==> config.mk <==
export PLATFORM = sky130hd
export DESIGN_NAME = gbd_div
export DESIGN_NICKNAME = d
export VERILOG_FILES = /design/src/rtl/gbd_div.sv
export SDC_FILE = /design/constraint.sdc
export NUM_CORES = 1
export LEC_CHECK = 0
export BUFFER_PORTS_ARGS = -buffer_cell sky130_fd_sc_hd__buf_2
export CAP_MARGIN = 20
export CELL_PAD_IN_SITES_DETAIL_PLACEMENT = 0
export CELL_PAD_IN_SITES_GLOBAL_PLACEMENT = 1
export CORE_MARGIN = 5
export CORE_UTILIZATION = 45
export DETAILED_ROUTE_END_ITERATION = 12
export HOLD_SLACK_MARGIN = 0.05
export PLACE_DENSITY_LB_ADDON = 0.25
export SETUP_SLACK_MARGIN = 0.02
export SLEW_MARGIN = 10
export SYNTH_ARGS = -nofsm -noshare
export SYNTH_HDL_FRONTEND = slang
export SYNTH_SLANG_ARGS = --single-unit
==> constraint.sdc <==
create_clock -name i_clk -period 8.45 [get_ports i_clk]
set_input_delay 1.69 -clock i_clk [delete_from_list [all_inputs] [get_ports i_clk]]
set_output_delay 1.69 -clock i_clk [all_outputs]
set_load 0.02 [all_outputs]
==> src/rtl/gbd_div.sv <==
// Pipelined restoring divider, one quotient bit per stage.
module gbd_div #(
    parameter int DW = 12,
    parameter int NW = 13,
    parameter int SW = 1
) (
    input  logic          i_clk,
    input  logic          i_rst_n,
    input  logic          i_en,
    input  logic          i_vld,
    input  logic [DW-1:0] i_num,
    input  logic [NW-1:0] i_den,
    input  logic [SW-1:0] i_side,
    output logic          o_vld,
    output logic [DW-1:0] o_quo,
    output logic [NW-1:0] o_rem,
    output logic [SW-1:0] o_side
);

    logic [NW-1:0] r_rem  [DW];
    logic [DW-1:0] r_q    [DW];
    logic [NW-1:0] r_den  [DW];
    logic [SW-1:0] r_side [DW];
    logic [DW-1:0] r_vld;

    for (genvar s = 0; s < DW; s++) begin : g_stage
        logic [NW-1:0] w_rem_in;
        logic [NW-1:0] w_den_in;
        logic [DW-1:0] w_q_in;
        logic [SW-1:0] w_side_in;
        logic          w_vld_in;
        logic [NW:0]   w_trial;
        logic [NW:0]   w_diff;
        logic          w_ge;

        if (s == 0) begin : g_first
            assign w_rem_in  = '0;
            assign w_den_in  = i_den;
            assign w_q_in    = i_num;
            assign w_side_in = i_side;
            assign w_vld_in  = i_vld;
        end else begin : g_next
            assign w_rem_in  = r_rem[s-1];
            assign w_den_in  = r_den[s-1];
            assign w_q_in    = r_q[s-1];
            assign w_side_in = r_side[s-1];
            assign w_vld_in  = r_vld[s-1];
        end

        // Shift in the next dividend bit and subtract when it fits.
        assign w_trial = {w_rem_in, w_q_in[DW-1]};
        assign w_diff  = w_trial - {1'b0, w_den_in};
        assign w_ge    = (w_trial >= {1'b0, w_den_in});

        always_ff @(posedge i_clk) begin
            if (!i_rst_n) begin
                r_vld[s] <= 1'b0;
            end else if (i_en) begin
                r_vld[s] <= w_vld_in;
            end
        end

        always_ff @(posedge i_clk) begin
            if (i_en) begin
                r_rem[s]  <= w_ge ? w_diff[NW-1:0] : w_trial[NW-1:0];
                r_q[s]    <= {w_q_in[DW-2:0], w_ge};
                r_den[s]  <= w_den_in;
                r_side[s] <= w_side_in;
            end
        end
    end

    assign o_vld  = r_vld[DW-1];
    assign o_quo  = r_q[DW-1];
    assign o_rem  = r_rem[DW-1];
    assign o_side = r_side[DW-1];

endmodule

==> run_results.csv, run 1 <==
group,metric,value,unit
status,status,"finished clean",
worst_hold_path,hold_class,"reg2reg",
routing,wl_per_cell,16.1,um
floorplan,die_area,0.0557,mm^2
worst_setup_path,worstPathCellList,"inv_1 > ha_1 > inv_1 > fa_1 > a21o_1 > a21oi_2 > o21ai_1 > a21oi_1 > a31o_2 > mux2_2",
clock_tree,cts_sinks,467,
floorplan,die_h,236,um
finish,layout.cells.non_filler,2535,
worst_setup_path,slowest_delay,0.49,ns
timing,tns,0,ns
timing,fmax,0.320,GHz
finish,multiInputGateArea,0.00818,mm^2
power_and_ir_drop,powerDensity,340,mW/mm^2
yosys,ys_warn_count,0,
yosys,synth-main-ff-cell,"edfxtp_1",
finish,fill_cells,4295,
worst_hold_path,hp-start,"r_q[9][10]",
placement,dp_cells,2439,
routing,num_vias,13200,
worst_setup_path,path_delay_family,"compound AO/OA/AOI/OAI gates",
clock_tree,post_cts_resized,0,
worst_setup_path,crit_path_frequent_cell,"inv_1",
timing,fin_hold_ws,0.413,ns
worst_setup_path,cp_slowest_cell,"a31o_2",
worst_setup_path,critPathMaxFanout,22,
floorplan,io_pins,57,
worst_setup_path,cp.arrival,3.47,ns
global_routing,grt_overflow_total,0,
routing,drtIter0Drc,687,
clock_tree,cts_max_level,2,
timing,period_share,37.0,%
job,maxCapViolCount,0,
clock_tree,hold_buffers,0,
routing,routed_via_density,5.20,
routing,ant_nets,0,
yosys,synthCells,1726,
yosys,synth_enable_flop_cells,455,
worst_setup_path,worst-path-buf-inv,2,
timing,skew,0.0141,ns
yosys,synth_cell_types,64,
worst_setup_path,r2r_end,"r_rem[10][1]",
floorplan,coreArea,0.0504,mm^2
routing,drt-pass1-iter-count,7,
timing,hold_viol_final,0,
timing,rsz0062_at_grt,"false",
power_and_ir_drop,peakVddDrop,0.170,mV
yosys,synthArstFlopShare,0,%
finish,drive_gt1_share,14.7,%
finish,final_util,51.1,%
yosys,ys_seq_area_share,60.5,%
global_routing,grt_max_degree,171,
routing,drc_errors,0,
placement,hpwl,29000,um
clock_tree,post_cts_buffers,0,
clock_tree,clk_pin_slew_worst_paths,0.06,ns
global_routing,grt_pass1_vias,13300,
floorplan,start_util,45.6,%
finish,antenna_cells,0,
worst_setup_path,cp.required,8.79,ns
floorplan,fp-row-count,82,
placement,gp_congestion,0.832,
timing,slew_headroom,39.8,%
clock_tree,cts_made_buffers,52,
clock_tree,cts_tree,"built",
yosys,ys_seq_elements,467,
worst_setup_path,cp-start-kind,"register",
routing,routed_wl,40700,um
worst_hold_path,holdPathEnd,"r_q[10][11]",
worst_setup_path,path_class,"reg2reg",
finish,area_growth,12.1,%
worst_setup_path,reg2regPathDepth,10,
timing,drv_slew,0,
worst_setup_path,r2r-start,"r_q[9][11]",
clock_tree,clk_latency,0.59,ns
timing,setup_viol_count_final,0,
yosys,synth_area,0.0230,mm^2
global_routing,grt_antenna_before_repair,0,
clock_tree,root_buffer,"clkbuf_16",
timing,fin_crit,3.13,ns
global_routing,grtUsageTotal,14.5,%
global_routing,grt_pass1_wl,67200,um
clock_tree,clock_path_buffers,3,
floorplan,die_w,236,um
finish,nets,2007,
yosys,synth_nets,1912,
finish,seq_area,0.0139,mm^2
yosys,syn_avg_cell_area,13.3,um^2
worst_setup_path,end_kind,"register",
timing,tightest_slew,0.903,ns
power_and_ir_drop,leakage,10.1,nW
worst_setup_path,rrSetupSlack,5.32,ns
placement,port_buffers,56,
worst_hold_path,worstHoldPathCells,0,
through the flow:
stage	setup WS, ns	cell area, um^2	power (mW)
after floorplan	5.29	23000	5.85
after global placement	4.92	24000	6.46
after detailed placement	4.87	24000	6.51
after CTS	5.26	25800	8.85
after global routing	5.03	25800	9.34
final	5.32	25800	8.76
cell type report:
cell class / instances / share of cell area [%]
clock buffer: 71 / 5.52
clock inverter: 25 / 1.25
inverter: 192 / 2.80
multi-input combinational: 1046 / 31.8
sequential: 467 / 54.0
tap: 672 / 3.27
timing repair buffer: 62 / 1.40
metal layers:
metal | wire [um] | vias up | track usage, %
li1 | - | 6580 | -
met1 | 18100 | 6311 | 18.9
met2 | 19700 | 201 | 24.4
met3 | 1470 | 83 | 2.45
met4 | 1350 | 0 | 5.84
met5 | 0 | - | 0
cells by family after synthesis:
family,share of synthesized area [%]
flops,60.5
buf+inv,3.85
compound gates,10.0
mux,6.16
xor+xnor,3.55
simple gates,7.05
fa+ha+maj,8.86
Yosys cell counts (7+ instances only):
cell type	instances	share of area, %
o21ai_0	75	1.6
or2_2	8	0.22
mux2i_1	27	1.2
o21ba_2	7	0.31
xnor2_1	61	2.3
nand3_1	9	0.20
a21oi_2	8	0.31
a211oi_1	11	0.36
inv_1	192	3.1
mux2_2	59	2.9
o21a_1	28	0.92
nand2_1	76	1.2
a31oi_1	7	0.19
xor2_1	32	1.2
o211ai_1	7	0.23
nor3_1	31	0.68
ha_1	145	7.9
o31ai_1	13	0.42
or3_1	7	0.19
clkbuf_1	7	0.11
nand4_1	27	0.74
nand2b_1	11	0.30
nor4_1	14	0.38
a21oi_1	92	2.0
edfxtp_1	455	59
and2_1	8	0.22
fa_1	11	0.96
nor2b_1	30	0.82
o21bai_1	11	0.36
mux2_4	32	2.1
a21o_1	30	0.98
dfxtp_1	12	1.0
nor2_1	96	1.6
o21ai_2	8	0.31
placed cells by master, fill, tap and decap left out, types with 8 or more instances in the layout:
cell / instances
nand4_1: 27
o21bai_1: 11
a21o_1: 30
o21a_1: 28
nand2_1: 76
xnor2_1: 61
a211oi_1: 11
mux2_2: 59
o31ai_1: 13
fa_1: 11
mux2i_1: 27
xor2_1: 32
clkbuf_1: 14
mux2_4: 32
ha_1: 145
nor3_1: 31
a21oi_1: 92
o21ai_2: 8
clkbuf_16: 52
clkinv_2: 8
or2_2: 8
nand2b_1: 11
nor2b_1: 30
o21ai_0: 75
edfxtp_1: 455
nor4_1: 14
nor2_1: 96
and2_1: 8
nand3_1: 9
dfxtp_1: 12
buf_2: 55
inv_1: 192
a21oi_2: 8
power breakdown:
group,switching (mW),internal (mW),total [mW]
Combinational,1.61,1.44,3.05
Clock,0.900,1.39,2.29
Sequential,0.222,3.19,3.41
Total,2.74,6.02,8.76
registers in the layout (all words and copies together), names as in the netlist:
name and flops:
r_rem 156, r_q 144, r_den 143, r_side 12, g_stage.w_vld_in 11, o_vld 1
worst register-to-register path, cell delays in order (launching register included):
cell and delay [ns]:
edfxtp_1 0.38, inv_1 0.06, ha_1 0.15, inv_1 0.05
fa_1 0.40, a21o_1 0.22, a21oi_2 0.21, o21ai_1 0.19
a21oi_1 0.32, a31o_2 0.49, mux2_2 0.40
worst max-delay path by stage:
| stage | start | to | slack (ns) | cells after the start |
|---|---|---|---|---|
| global route | r_q[6][11] | r_rem[7][2] | 5.03 | 11 |
| finish | r_q[9][11] | r_rem[10][1] | 5.32 | 10 |
| detailed placement | i_den[4] | r_rem[0][0] | 4.87 | 6 |
| floorplan | i_den[4] | r_rem[0][0] | 5.29 | 5 |
| CTS | r_q[6][11] | r_rem[7][1] | 5.26 | 11 |
| global placement | i_den[4] | r_rem[0][0] | 4.92 | 6 |
Note: power is estimated with default switching activity, not from simulation.
==> inputs of run 2 (changes only) <==
clock period = 3.2 ns   (was 8.45 ns; I/O delays follow)
==> run 2 against run 1 <==
Non-clock buffer count is 17 higher; combinational power grew to 2.7 times the previous value; clock power grew to 2.6 times the previous value; die area stayed put; utilization is 0.32 points higher; total power grew to 2.6 times the previous value; highest routed layer unchanged.
==> run_results.csv, run 2 (synthesis results as in run 1) <==
group,metric,value,unit
status,status,"finished clean",
worst_setup_path,end_kind,"register",
placement,pre_cts_ws,0.140,ns
placement,port_buffers,56,
timing,period_share,90.8,%
floorplan,fp-row-count,82,
routing,ant_nets,0,
floorplan,die_h,236,um
power_and_ir_drop,finalPower,23.2,mW
power_and_ir_drop,powerDensity,895,mW/mm^2
placement,dp_cells,2456,
floorplan,die_area,0.0557,mm^2
worst_setup_path,rrSetupSlack,0.29,ns
worst_setup_path,path_class,"reg2reg",
routing,drc_errors,0,
job,maxCapViolCount,0,
floorplan,die_w,236,um
finish,reg.largest.list,"r_rem x156, r_q x144, r_den x143",
finish,final_cell_mix,"edfxtp_1 (455), inv_1 (192), ha_1 (145), nor2_1 (96), a21oi_1 (92)",
clock_tree,cts_made_buffers,51,
timing,slew_headroom,53.8,%
clock_tree,cts_tree,"built",
timing,drv_slew,0,
timing,rsz0062_at_grt,"false",
worst_setup_path,cp.required,3.53,ns
routing,routed_wl,41300,um
global_routing,grt_max_degree,72,
routing,wl_per_cell,16.2,um
global_routing,grt_antenna_before_repair,0,
finish,largest-register,"r_rem",
timing,fmax,0.344,GHz
timing,setup_slack,0.294,ns
power_and_ir_drop,peakVddDrop,0.408,mV
timing,tightest_slew,0.686,ns
worst_setup_path,reg2regPathDepth,11,
routing,num_vias,13200,
timing,fin_crit,2.91,ns
finish,area_growth,12.8,%
placement,gp_congestion,0.883,
global_routing,grt_pass1_wl,67400,um
worst_hold_path,holdPathEnd,"r_q[0][10]",
placement,hpwl,30400,um
clock_tree,cts_max_level,2,
worst_setup_path,r2r-start,"r_q[10][11]",
global_routing,grtUsageTotal,14.7,%
floorplan,io_pins,57,
finish,nets,2023,
clock_tree,clock_path_buffers,3,
routing,drtIter0Drc,664,
floorplan,start_util,45.6,%
clock_tree,clk_latency,0.58,ns
timing,setup_viol_count_final,0,
routing,drt-pass1-iter-count,4,
clock_tree,clk_pin_slew_worst_paths,0.06,ns
clock_tree,root_buffer,"clkbuf_16",
clock_tree,cts_sinks,467,
finish,layout.cells.non_filler,2550,
global_routing,grt_overflow_total,0,
finish,final_util,51.4,%
clock_tree,hold_buffers,0,
routing,routed_via_density,5.17,
worst_hold_path,worstHoldPathCells,1,
global_routing,grt_pass1_vias,13300,
worst_hold_path,hp-start,"i_num[9]",
finish,antenna_cells,0,
finish,drive_gt1_share,15.8,%
timing,hold_viol_final,0,
finish,fill_cells,4264,
worst_setup_path,cp.arrival,3.23,ns
timing,skew,0.0161,ns
finish,layout_commonest_cell,"edfxtp_1",
clock_tree,post_cts_buffers,0,
worst_setup_path,r2r_end,"r_rem[11][4]",
worst_setup_path,critPathMaxFanout,13,
finish,largest_reg_flops,156,
worst_setup_path,cp-start-kind,"register",
power_and_ir_drop,leakage,10.2,nW
worst_hold_path,hold_class,"in2reg",
floorplan,coreArea,0.0504,mm^2
timing,tns,0,ns
[run 2: worst max-delay path: stages, from the launching register on]
cell      delay (ns)
edfxtp_1        0.35
inv_1           0.07
ha_1            0.16
inv_1           0.05
fa_1            0.40
a21o_1          0.19
a21oi_2         0.21
o21ai_2         0.10
a211oi_2        0.37
o21ai_2         0.12
a21bo_4         0.31
mux2_4          0.31
[run 2: layout make-up]
type / count / area (um^2) / area share (%)
clock inverter: 37 / 380 / 1.47
inverter: 192 / 721 / 2.78
sequential: 467 / 13900 / 53.7
multi-input combinational: 1046 / 8200 / 31.6
timing repair buffer: 79 / 551 / 2.12
clock buffer: 57 / 1320 / 5.09
tap: 672 / 841 / 3.24
[run 2: power breakdown]
group,switching (mW),internal [mW]
sequential,0.617,8.43
combinational,4.32,3.92
clock,2.37,3.54
[run 2: stage by stage]
stage | cell area (um^2) | hold slack, ns
after floorplan | 23000 | 0.400
after global placement | 24200 | 0.400
after detailed placement | 24200 | 0.405
after CTS | 25900 | 0.181
after global routing | 25900 | 0.200
final | 25900 | 0.233
[run 2: worst max-delay path by stage]
stage                      from       endpoint  slack, ns  depth (start not counted)
CTS                  r_q[6][11]   r_rem[7][10]       0.09                         11
floorplan           r_q[10][11]  r_rem[11][10]       0.48                         12
global route         r_q[4][11]    r_rem[5][1]       0.05                         11
global placement     r_q[6][11]    r_rem[7][3]       0.17                         11
finish              r_q[10][11]   r_rem[11][4]       0.29                         11
detailed placement   r_q[6][11]   r_rem[7][10]       0.14                         11
[run 2: timing repair]
action,4_1_cts,5_1_grt
endpoints found under the setup margin,0,13
endpoints found under the hold margin,0,0
resized for setup,0,3
[run 2: per-layer routing]
metal | global-route usage (%) | vias to the layer above | part of all wire (%)
met5 | 0 | - | 0
met4 | 5.67 | 0 | 3.3
li1 | - | 6616 | -
met3 | 2.42 | 91 | 3.4
met1 | 19.2 | 6278 | 45
met2 | 24.6 | 196 | 48
